===== src/hw/rtl/dpfd_pkg.sv =====
`timescale 1ns / 1ps
// Shared types and constants for the delimiter pair frame detector.
// No dependencies; imported by every module of the block.
package dpfd_pkg;

  localparam int unsigned NUM_PAIR_REGS = 4;
  localparam int unsigned CFG_IDX_W     = 3;
  localparam int unsigned IDX_OUT_W     = 10;
  localparam int unsigned LEN_OUT_W     = 11;

  // Register map
  localparam logic [CFG_IDX_W-1:0] REG_PAIR_ZERO     = 3'd0;
  localparam logic [CFG_IDX_W-1:0] REG_PAIR_ONE      = 3'd1;
  localparam logic [CFG_IDX_W-1:0] REG_PAIR_TWO      = 3'd2;
  localparam logic [CFG_IDX_W-1:0] REG_PAIR_THREE    = 3'd3;
  localparam logic [CFG_IDX_W-1:0] REG_PAIRS_ENABLED = 3'd4;
  localparam logic [CFG_IDX_W-1:0] REG_IDLE_TIMEOUT  = 3'd5;

  localparam logic [15:0] IDLE_MAX = 16'hFFFF;

  typedef enum logic {
    OP_BYTE = 1'b0,
    OP_TICK = 1'b1
  } dpfd_op_e;

  typedef enum logic [1:0] {
    STATUS_DONE     = 2'd0,
    STATUS_TIMEOUT  = 2'd1,
    STATUS_OVERFLOW = 2'd2
  } dpfd_status_e;

  typedef struct packed {
    logic [NUM_PAIR_REGS-1:0][15:0] pair;
    logic [2:0]                     pairs_enabled;
    logic [15:0]                    idle_timeout;
  } dpfd_cfg_t;

  typedef struct packed {
    logic       hit;
    logic [1:0] pair_idx;
    logic [7:0] end_byte;
  } dpfd_match_t;

  typedef struct packed {
    dpfd_status_e         status;
    logic [IDX_OUT_W-1:0] start_index;
    logic [IDX_OUT_W-1:0] end_index;
    logic [LEN_OUT_W-1:0] frame_length;
    logic [1:0]           pair_index;
  } dpfd_result_t;

endpackage


===== src/hw/rtl/delimiter_pair_frame_detector.sv =====
`timescale 1ns / 1ps
// Top level of the delimiter pair frame detector: input and result registers.
// Depends on dpfd_pkg, dpfd_cfg_regs and dpfd_core.
//
//  channel | handshake                 | payload
//  --------+---------------------------+---------------------------------------
//  in      | in_valid_i / in_stall_o   | opcode_i, data_byte_i
//  out     | out_valid_o / out_stall_i | status_o, start/end_index_o,
//          |                           | frame_length_o, pair_index_o
//  cfg     | cfg_valid_i / cfg_ready_o | cfg_index_i, cfg_data_i
//
// One item per cycle while no result is stalled. An item waits in the input
// register, where the delimiter compare and state update happen; a result shows
// on out_valid_o the cycle after it leaves that register. Reset clears the frame
// state and the configuration registers to zero.
// A stalled result holds only items that produce a result; others pass on.
module delimiter_pair_frame_detector import dpfd_pkg::*; #(
  parameter int unsigned BUFFER_SIZE = 1024,
  parameter int unsigned MAX_PAIRS   = 4
) (
  input  logic                 clk_i,
  input  logic                 rst_ni,
  input  logic                 in_valid_i,
  output logic                 in_stall_o,
  input  logic                 opcode_i,
  input  logic [7:0]           data_byte_i,
  output logic                 out_valid_o,
  input  logic                 out_stall_i,
  output logic [1:0]           status_o,
  output logic [IDX_OUT_W-1:0] start_index_o,
  output logic [IDX_OUT_W-1:0] end_index_o,
  output logic [LEN_OUT_W-1:0] frame_length_o,
  output logic [1:0]           pair_index_o,
  input  logic                 cfg_valid_i,
  output logic                 cfg_ready_o,
  input  logic [CFG_IDX_W-1:0] cfg_index_i,
  input  logic [15:0]          cfg_data_i
);

  dpfd_cfg_t    cfg;
  logic         item_valid_q;
  dpfd_op_e     op_q;
  logic [7:0]   byte_q;
  logic         has_result;
  dpfd_result_t result;
  dpfd_result_t out_q;
  logic         out_valid_q;
  logic         out_free;
  logic         item_go;
  logic         in_accept;

  assign cfg_ready_o = 1'b1;

  dpfd_cfg_regs u_cfg (
    .clk_i       (clk_i),
    .rst_ni      (rst_ni),
    .cfg_valid_i (cfg_valid_i),
    .cfg_index_i (cfg_index_i),
    .cfg_data_i  (cfg_data_i),
    .cfg_o       (cfg)
  );

  dpfd_core #(
    .BUFFER_SIZE (BUFFER_SIZE),
    .MAX_PAIRS   (MAX_PAIRS)
  ) u_core (
    .clk_i        (clk_i),
    .rst_ni       (rst_ni),
    .item_valid_i (item_valid_q),
    .item_go_i    (item_go),
    .op_i         (op_q),
    .byte_i       (byte_q),
    .cfg_i        (cfg),
    .has_result_o (has_result),
    .result_o     (result)
  );

  assign out_free   = !out_valid_q || !out_stall_i;
  assign item_go    = item_valid_q && (!has_result || out_free);
  assign in_stall_o = item_valid_q && !item_go;
  assign in_accept  = in_valid_i && !in_stall_o;

  always_ff @(posedge clk_i or negedge rst_ni) begin
    if (!rst_ni) begin
      item_valid_q <= 1'b0;
    end else if (in_accept) begin
      item_valid_q <= 1'b1;
    end else if (item_go) begin
      item_valid_q <= 1'b0;
    end
  end

  always_ff @(posedge clk_i) begin
    if (in_accept) begin
      op_q   <= dpfd_op_e'(opcode_i);
      byte_q <= data_byte_i;
    end
  end

  always_ff @(posedge clk_i or negedge rst_ni) begin
    if (!rst_ni) begin
      out_valid_q <= 1'b0;
    end else if (item_go && has_result) begin
      out_valid_q <= 1'b1;
    end else if (!out_stall_i) begin
      out_valid_q <= 1'b0;
    end
  end

  always_ff @(posedge clk_i) begin
    if (item_go && has_result) begin
      out_q <= result;
    end
  end

  assign out_valid_o    = out_valid_q;
  assign status_o       = out_q.status;
  assign start_index_o  = out_q.start_index;
  assign end_index_o    = out_q.end_index;
  assign frame_length_o = out_q.frame_length;
  assign pair_index_o   = out_q.pair_index;

endmodule


===== src/hw/rtl/dpfd_cfg_regs.sv =====
`timescale 1ns / 1ps
// Configuration register file: delimiter pairs, enable count, idle timeout.
// Depends on dpfd_pkg.
module dpfd_cfg_regs import dpfd_pkg::*; (
  input  logic                 clk_i,
  input  logic                 rst_ni,
  input  logic                 cfg_valid_i,
  input  logic [CFG_IDX_W-1:0] cfg_index_i,
  input  logic [15:0]          cfg_data_i,
  output dpfd_cfg_t            cfg_o
);

  dpfd_cfg_t cfg_q;

  always_ff @(posedge clk_i or negedge rst_ni) begin
    if (!rst_ni) begin
      cfg_q <= '0;
    end else if (cfg_valid_i) begin
      case (cfg_index_i)
        REG_PAIR_ZERO:     cfg_q.pair[0]       <= cfg_data_i;
        REG_PAIR_ONE:      cfg_q.pair[1]       <= cfg_data_i;
        REG_PAIR_TWO:      cfg_q.pair[2]       <= cfg_data_i;
        REG_PAIR_THREE:    cfg_q.pair[3]       <= cfg_data_i;
        REG_PAIRS_ENABLED: cfg_q.pairs_enabled <= cfg_data_i[2:0];
        REG_IDLE_TIMEOUT:  cfg_q.idle_timeout  <= cfg_data_i;
        default: ; // unmapped index, write dropped
      endcase
    end
  end

  assign cfg_o = cfg_q;

endmodule


===== src/hw/rtl/dpfd_match.sv =====
`timescale 1ns / 1ps
// Parallel start-delimiter compare with priority to the lowest pair.
// Depends on dpfd_pkg.
module dpfd_match import dpfd_pkg::*; #(
  parameter int unsigned MAX_PAIRS = 4
) (
  input  dpfd_cfg_t   cfg_i,
  input  logic [7:0]  byte_i,
  output dpfd_match_t match_o
);

  logic [2:0] n_eff;

  assign n_eff = (cfg_i.pairs_enabled > 3'(MAX_PAIRS)) ? 3'(MAX_PAIRS)
                                                      : cfg_i.pairs_enabled;

  // Walk from the top down so the lowest matching pair wins
  always_comb begin
    match_o = '0;
    for (int i = MAX_PAIRS - 1; i >= 0; i--) begin
      if ((3'(i) < n_eff) && (cfg_i.pair[i][15:8] == byte_i)) begin
        match_o.hit      = 1'b1;
        match_o.pair_idx = 2'(i);
        match_o.end_byte = cfg_i.pair[i][7:0];
      end
    end
  end

endmodule


===== src/hw/rtl/dpfd_core.sv =====
`timescale 1ns / 1ps
// Frame state: ring position, open frame, length and idle counters.
// Depends on dpfd_pkg and dpfd_match.
module dpfd_core import dpfd_pkg::*; #(
  parameter int unsigned BUFFER_SIZE = 1024,
  parameter int unsigned MAX_PAIRS   = 4
) (
  input  logic         clk_i,
  input  logic         rst_ni,
  input  logic         item_valid_i,
  input  logic         item_go_i,
  input  dpfd_op_e     op_i,
  input  logic [7:0]   byte_i,
  input  dpfd_cfg_t    cfg_i,
  output logic         has_result_o,
  output dpfd_result_t result_o
);

  localparam int unsigned PW = $clog2(BUFFER_SIZE);
  localparam int unsigned LW = $clog2(BUFFER_SIZE + 1);

  logic          open_q,  open_d;
  logic [7:0]    end_q,   end_d;
  logic [1:0]    pair_q,  pair_d;
  logic [PW-1:0] start_q, start_d;
  logic [PW-1:0] wpos_q,  wpos_d;
  logic [LW-1:0] len_q,   len_d;
  logic [15:0]   idle_q,  idle_d;

  dpfd_match_t   match;
  logic [15:0]   idle_inc;
  logic [LW-1:0] len_inc;
  logic          emit;
  dpfd_status_e  emit_status;
  logic          emit_end;
  logic [LW-1:0] emit_len;

  logic [PW+IDX_OUT_W-1:0] start_wide, end_wide;
  logic [LW+LEN_OUT_W-1:0] len_wide;

  dpfd_match #(.MAX_PAIRS(MAX_PAIRS)) u_match (
    .cfg_i   (cfg_i),
    .byte_i  (byte_i),
    .match_o (match)
  );

  assign idle_inc = (idle_q == IDLE_MAX) ? idle_q : idle_q + 16'd1;
  assign len_inc  = len_q + LW'(1);

  always_comb begin
    open_d      = open_q;
    end_d       = end_q;
    pair_d      = pair_q;
    start_d     = start_q;
    wpos_d      = wpos_q;
    len_d       = len_q;
    idle_d      = idle_q;
    emit        = 1'b0;
    emit_status = STATUS_DONE;
    emit_end    = 1'b0;
    emit_len    = len_q;
    if (op_i == OP_TICK) begin
      idle_d = idle_inc;
      if (open_q && (cfg_i.idle_timeout != 16'd0) && (idle_inc > cfg_i.idle_timeout)) begin
        emit        = 1'b1;
        emit_status = STATUS_TIMEOUT;
        open_d      = 1'b0;
        end_d       = '0;
        len_d       = '0;
      end
    end else begin
      wpos_d = (wpos_q == PW'(BUFFER_SIZE - 1)) ? '0 : wpos_q + PW'(1);
      idle_d = '0;
      if (!open_q) begin
        if (match.hit) begin
          open_d  = 1'b1;
          start_d = wpos_q;
          end_d   = match.end_byte;
          pair_d  = match.pair_idx;
          len_d   = LW'(1);
        end
      end else if (len_q == LW'(BUFFER_SIZE)) begin
        // frame would outgrow the ring; this byte is swallowed
        emit        = 1'b1;
        emit_status = STATUS_OVERFLOW;
        open_d      = 1'b0;
        end_d       = '0;
        len_d       = '0;
      end else begin
        len_d = len_inc;
        if (byte_i == end_q) begin
          emit     = 1'b1;
          emit_end = 1'b1;
          emit_len = len_inc;
          open_d   = 1'b0;
          end_d    = '0;
          len_d    = '0;
        end
      end
    end
  end

  always_ff @(posedge clk_i or negedge rst_ni) begin
    if (!rst_ni) begin
      open_q  <= 1'b0;
      end_q   <= '0;
      pair_q  <= '0;
      start_q <= '0;
      wpos_q  <= '0;
      len_q   <= '0;
      idle_q  <= '0;
    end else if (item_go_i) begin
      open_q  <= open_d;
      end_q   <= end_d;
      pair_q  <= pair_d;
      start_q <= start_d;
      wpos_q  <= wpos_d;
      len_q   <= len_d;
      idle_q  <= idle_d;
    end
  end

  // Fit internal widths to the fixed port widths
  assign start_wide = {{IDX_OUT_W{1'b0}}, start_q};
  assign end_wide   = {{IDX_OUT_W{1'b0}}, (emit_end ? wpos_q : {PW{1'b0}})};
  assign len_wide   = {{LEN_OUT_W{1'b0}}, emit_len};

  assign has_result_o          = item_valid_i && emit;
  assign result_o.status       = emit_status;
  assign result_o.start_index  = start_wide[IDX_OUT_W-1:0];
  assign result_o.end_index    = end_wide[IDX_OUT_W-1:0];
  assign result_o.frame_length = len_wide[LEN_OUT_W-1:0];
  assign result_o.pair_index   = pair_q;

endmodule


===== config.mk =====
export PLATFORM = sky130hd
export DESIGN_NAME = delimiter_pair_frame_detector
export DESIGN_NICKNAME = d
export VERILOG_FILES = /design/src/hw/rtl/dpfd_pkg.sv /design/src/hw/rtl/delimiter_pair_frame_detector.sv /design/src/hw/rtl/dpfd_cfg_regs.sv /design/src/hw/rtl/dpfd_match.sv /design/src/hw/rtl/dpfd_core.sv
export SDC_FILE = /design/constraint.sdc
export NUM_CORES = 1
export LEC_CHECK = 0
export ABC_AREA = 1
export ABC_CLOCK_PERIOD_IN_PS = 5140
export BUFFER_PORTS_ARGS = -buffer_cell sky130_fd_sc_hd__buf_2
export CORE_MARGIN = 4
export CORE_UTILIZATION = 55
export CTS_CLUSTER_SIZE = 12
export DETAILED_ROUTE_END_ITERATION = 12
export GPL_TIMING_DRIVEN = 0
export PLACE_DENSITY = 0.7
export SLEW_MARGIN = 20
export SYNTH_ARGS = -nofsm -noshare
export SYNTH_HDL_FRONTEND = slang
export SYNTH_HIERARCHICAL = 1
export SYNTH_SLANG_ARGS = --single-unit
export TNS_END_PERCENT = 1

===== constraint.sdc =====
create_clock -name clk_i -period 5.14 [get_ports clk_i]
set_clock_uncertainty 0.15 [all_clocks]
set_input_delay 1.285 -clock clk_i [delete_from_list [all_inputs] [get_ports clk_i]]
set_output_delay 1.285 -clock clk_i [all_outputs]
set_load 0.01 [all_outputs]

==> impl_metrics.yaml <==
outcome:
  status: "complete, no violations"
sta:
  setup_viol: 0
  max_slew_margin_pct: 35.3
  rsz0062_at_grt: "false"
  clock.fmax_mhz: 207
  slew_viol_final: 0
  worstMarginPinSlew_ns: 0.967
  period_share_pct: 94.1
  tns_ns: 0
  hold_viol_final: 0
  period_needed_ns: 4.84
  holdWs_ns: 0.303
critical_path:
  r2r_end: "u_core/idle_q[7]"
  r2r_slack_ns: 0.76
  path_class: "reg -> out"
  r2r-start: "u_core/idle_q[0]"
  critPathLaunchType: "flip-flop"
  r2r_cells: 25
  critPathRequiredTime_ns: 3.70
  critPathArrivalTime_ns: 3.40
  cp_max_fo: 10
  critPathCaptureType: "primary output"
route:
  drc: 0
  ant_nets: 0
  wl_um: 25100
  dr.first_iter.drc_count: 673
  routedWlPerCell_um: 15.6
  viasPerCell: 5.23
  first_pass_iters: 5
  dr_total_vias: 8382
final_layout:
  fin_nets: 1420
  num_antenna_cells: 0
  fin_util_pct: 64.3
  area_growth_pct: 13.1
  design_area_mm2: 0.0113
  drive_above_1_share_pct: 14.1
  final_cells: 1604
logic_synthesis:
  yosys_register_bits: 187
  yosysWarningCount: 6
  syn_nets: 1330
  async_reset_ff_share_pct: 76.5
  synth-edff-count: 44
  synth_area_mm2: 0.00998
  syn_area_per_cell_um2: 7.82
  synthFlopType: "dfrtp_1"
  ys_types: 49
  syn_inst: 1276
  seq_area_frac_synth_pct: 49.1
placement:
  hpwlAfterDp_um: 18400
  io_buffers: 69
  gp_congestion: 0.908
  placed_cells: 1571
  placed_area_mm2: 0.0106
pwr:
  ir_drop_mv: 0.239
  internal-power_mw: 2.63
  p_clk_share_pct: 36.0
  p_leak_nw: 5.83
  switching_power_mw: 1.12
  netSwitchingFraction_pct: 29.9
  combPwrFrac_pct: 15.3
  p_per_area_mw_per_mm2: 333
  seqPwrFrac_pct: 48.7
die:
  coreArea_mm2: 0.0175
  start_util_pct: 56.9
  die_area_mm2: 0.0204
  fp.dieW_um: 143
  ios: 71
  rows: 48
  die_y_um: 143
global_routing:
  grt_pass1_vias: 8014
  antenna_found_initial: 0
  grt_pass1_wl_um: 40900
  grtUsageTotal_pct: 25.6
  grt_overflow_total: 0
  grt_max_degree: 89
clock_tree:
  clockBufferDepth: 2
  root_buffer: "clkbuf_16"
  clock-sinks: 187
  cts-hold-fix-buffers: 0
  clk_latency_ns: 0.44
  tritoncts: "yes"
  cts_made_buffers: 17
  htree_levels: 4
  path_clk_slew_ns: 0.07
min_path:
  hp-start: "u_core/pair_q[1]"
  holdPathEnd: "pair_index_o[1]"
  hp-class: "reg -> reg"
  hold_depth: 0
flow_run:
  max_cap_viol_count: 0
-- worst max path at each step --
| stage | startpoint | endpoint |
|---|---|---|
| 2_1_floorplan | u_core/idle_q[0] | in_stall_o |
| 3_3_place_gp | rst_ni | u_core/idle_q[4] |
| 3_5_place_dp | u_core/idle_q[0] | in_stall_o |
| 4_1_cts | u_core/idle_q[0] | in_stall_o |
| 5_1_grt | u_core/idle_q[1] | in_stall_o |
| 6_report | u_core/idle_q[0] | in_stall_o |
-- cell usage after synthesis (all sizes together), types with 3 or more instances --
master  instances  area, um2
buf            29        199
nand2         515       1990
dfrtp         143       3580
a21oi          12       71.3
or2             7       43.8
xnor2          10       87.6
xor2           23        201
inv           147        552
nor2          102        443
nand3         126        641
nor4            4       31.3
clkbuf          6       23.8
edfxtp         44       1320
ha             21        263
and2            3       18.8
nor3           19        118
o21ai          39        210
nand4          10       62.6
-- cells in the final DEF (no fill, tap or decap), types with 2 or more instances in the layout --
master / synthesis / routed
nand3_2: 2 / 3
nand4_1: 10 / 10
xnor2_1: 10 / 10
nor2_4: 5 / 6
mux2_2: 2 / 2
clkinv_8: 0 / 2
edfxtp_1: 44 / 44
o21ai_1: 11 / 11
nor2_2: 9 / 10
inv_2: 9 / 10
xor2_1: 23 / 23
and2_1: 3 / 3
a21oi_1: 11 / 11
inv_6: 0 / 4
buf_6: 6 / 6
nand2_2: 17 / 17
o21ai_2: 4 / 4
nand2_4: 2 / 2
nor3_4: 2 / 2
clkbuf_1: 5 / 6
nand2_1: 496 / 496
clkinv_4: 0 / 2
clkbuf_16: 0 / 17
buf_4: 7 / 8
ha_1: 21 / 21
o21ai_0: 24 / 24
inv_1: 138 / 137
nor2_1: 88 / 86
nor3_1: 17 / 17
bufinv_16: 0 / 2
dfrtp_1: 143 / 143
or2_2: 6 / 6
nand3_1: 124 / 123
clkinv_1: 1 / 2
nor4_1: 3 / 3
buf_2: 15 / 83
inv_8: 0 / 2
-- stage by stage --
step           total power, mW  worst slack, ns
3_3_place_gp              2.40            0.457
5_1_grt                   3.95           0.0105
4_1_cts                   3.78           0.0440
2_1_floorplan             2.22             1.07
6_report                  3.76            0.302
3_5_place_dp              2.42            0.447
-- what timing repair did --
action                                  CTS  global route
gates resized for setup                   1             6
setup buffers                             0             1
endpoints found under the setup margin    1             1
pin swaps                                 0             2
-- per-layer routing --
layer	wire length [um]	up-vias	track usage [%]
li1	-	4177	-
met1	11400	3959	36.1
met2	11700	221	40.8
met3	1570	25	4.69
met4	344	0	7.30
met5	0	-	0
-- cells by family after synthesis --
group	Yosys count	share of synthesized area, %
and+or+nand+nor	789	33.8
DFF	187	49.1
buffers and inverters	183	7.80
AOI/OAI and AO/OA	60	3.51
xor gates and xnor gates	33	2.90
adders and majority gates	21	2.63
muxes	2	0.226
other	1	0.0376
-- sequential cells by signal (all words and copies together), names as in the netlist, 8 cells and up --
register / cells
u_cfg/cfg_o: 83
u_core/idle_q: 16
frame_length_o: 11
u_core/len_q: 11
end_index_o: 10
start_index_o: 10
u_core/start_q: 10
u_core/wpos_q: 10
byte_q: 8
u_core/end_q: 8
-- worst max-delay path, cell delays in order (launching register included) --
cell and delay [ns]:
dfrtp_1 0.41, ha_1 0.20, inv_1 0.09, nor2_4 0.18, nand2_2 0.11, nor2_4 0.15
inv_2 0.08, buf_6 0.16, nand2_2 0.08, ha_1 0.24, nand2_1 0.09, nor2_1 0.06
nand2_1 0.07, o21ai_0 0.09, nor2_1 0.22, nand3_2 0.16, a21boi_2 0.20, nand3_2 0.11
nor2_2 0.11, buf_2 0.14
-- power by group through the flow --
stage          sequential, mW  clock, mW  combinational [mW]
2_1_floorplan            1.82          0               0.407
3_3_place_gp             1.85          0               0.547
3_5_place_dp             1.86          0               0.563
4_1_cts                  1.83       1.38               0.570
5_1_grt                  1.86       1.43               0.659
6_report                 1.83       1.35               0.574
-- layout make-up --
type                       count  area (um2)
tap                          225         282
inverter                     148         556
sequential                   187        4900
multi-input combinational    906        4330
fill                        1589        6250
clock inverter                14         179
timing repair buffer          71         390
buffer                        35         223
clock buffer                  18         429
Power figures use the tool's default switching activity.
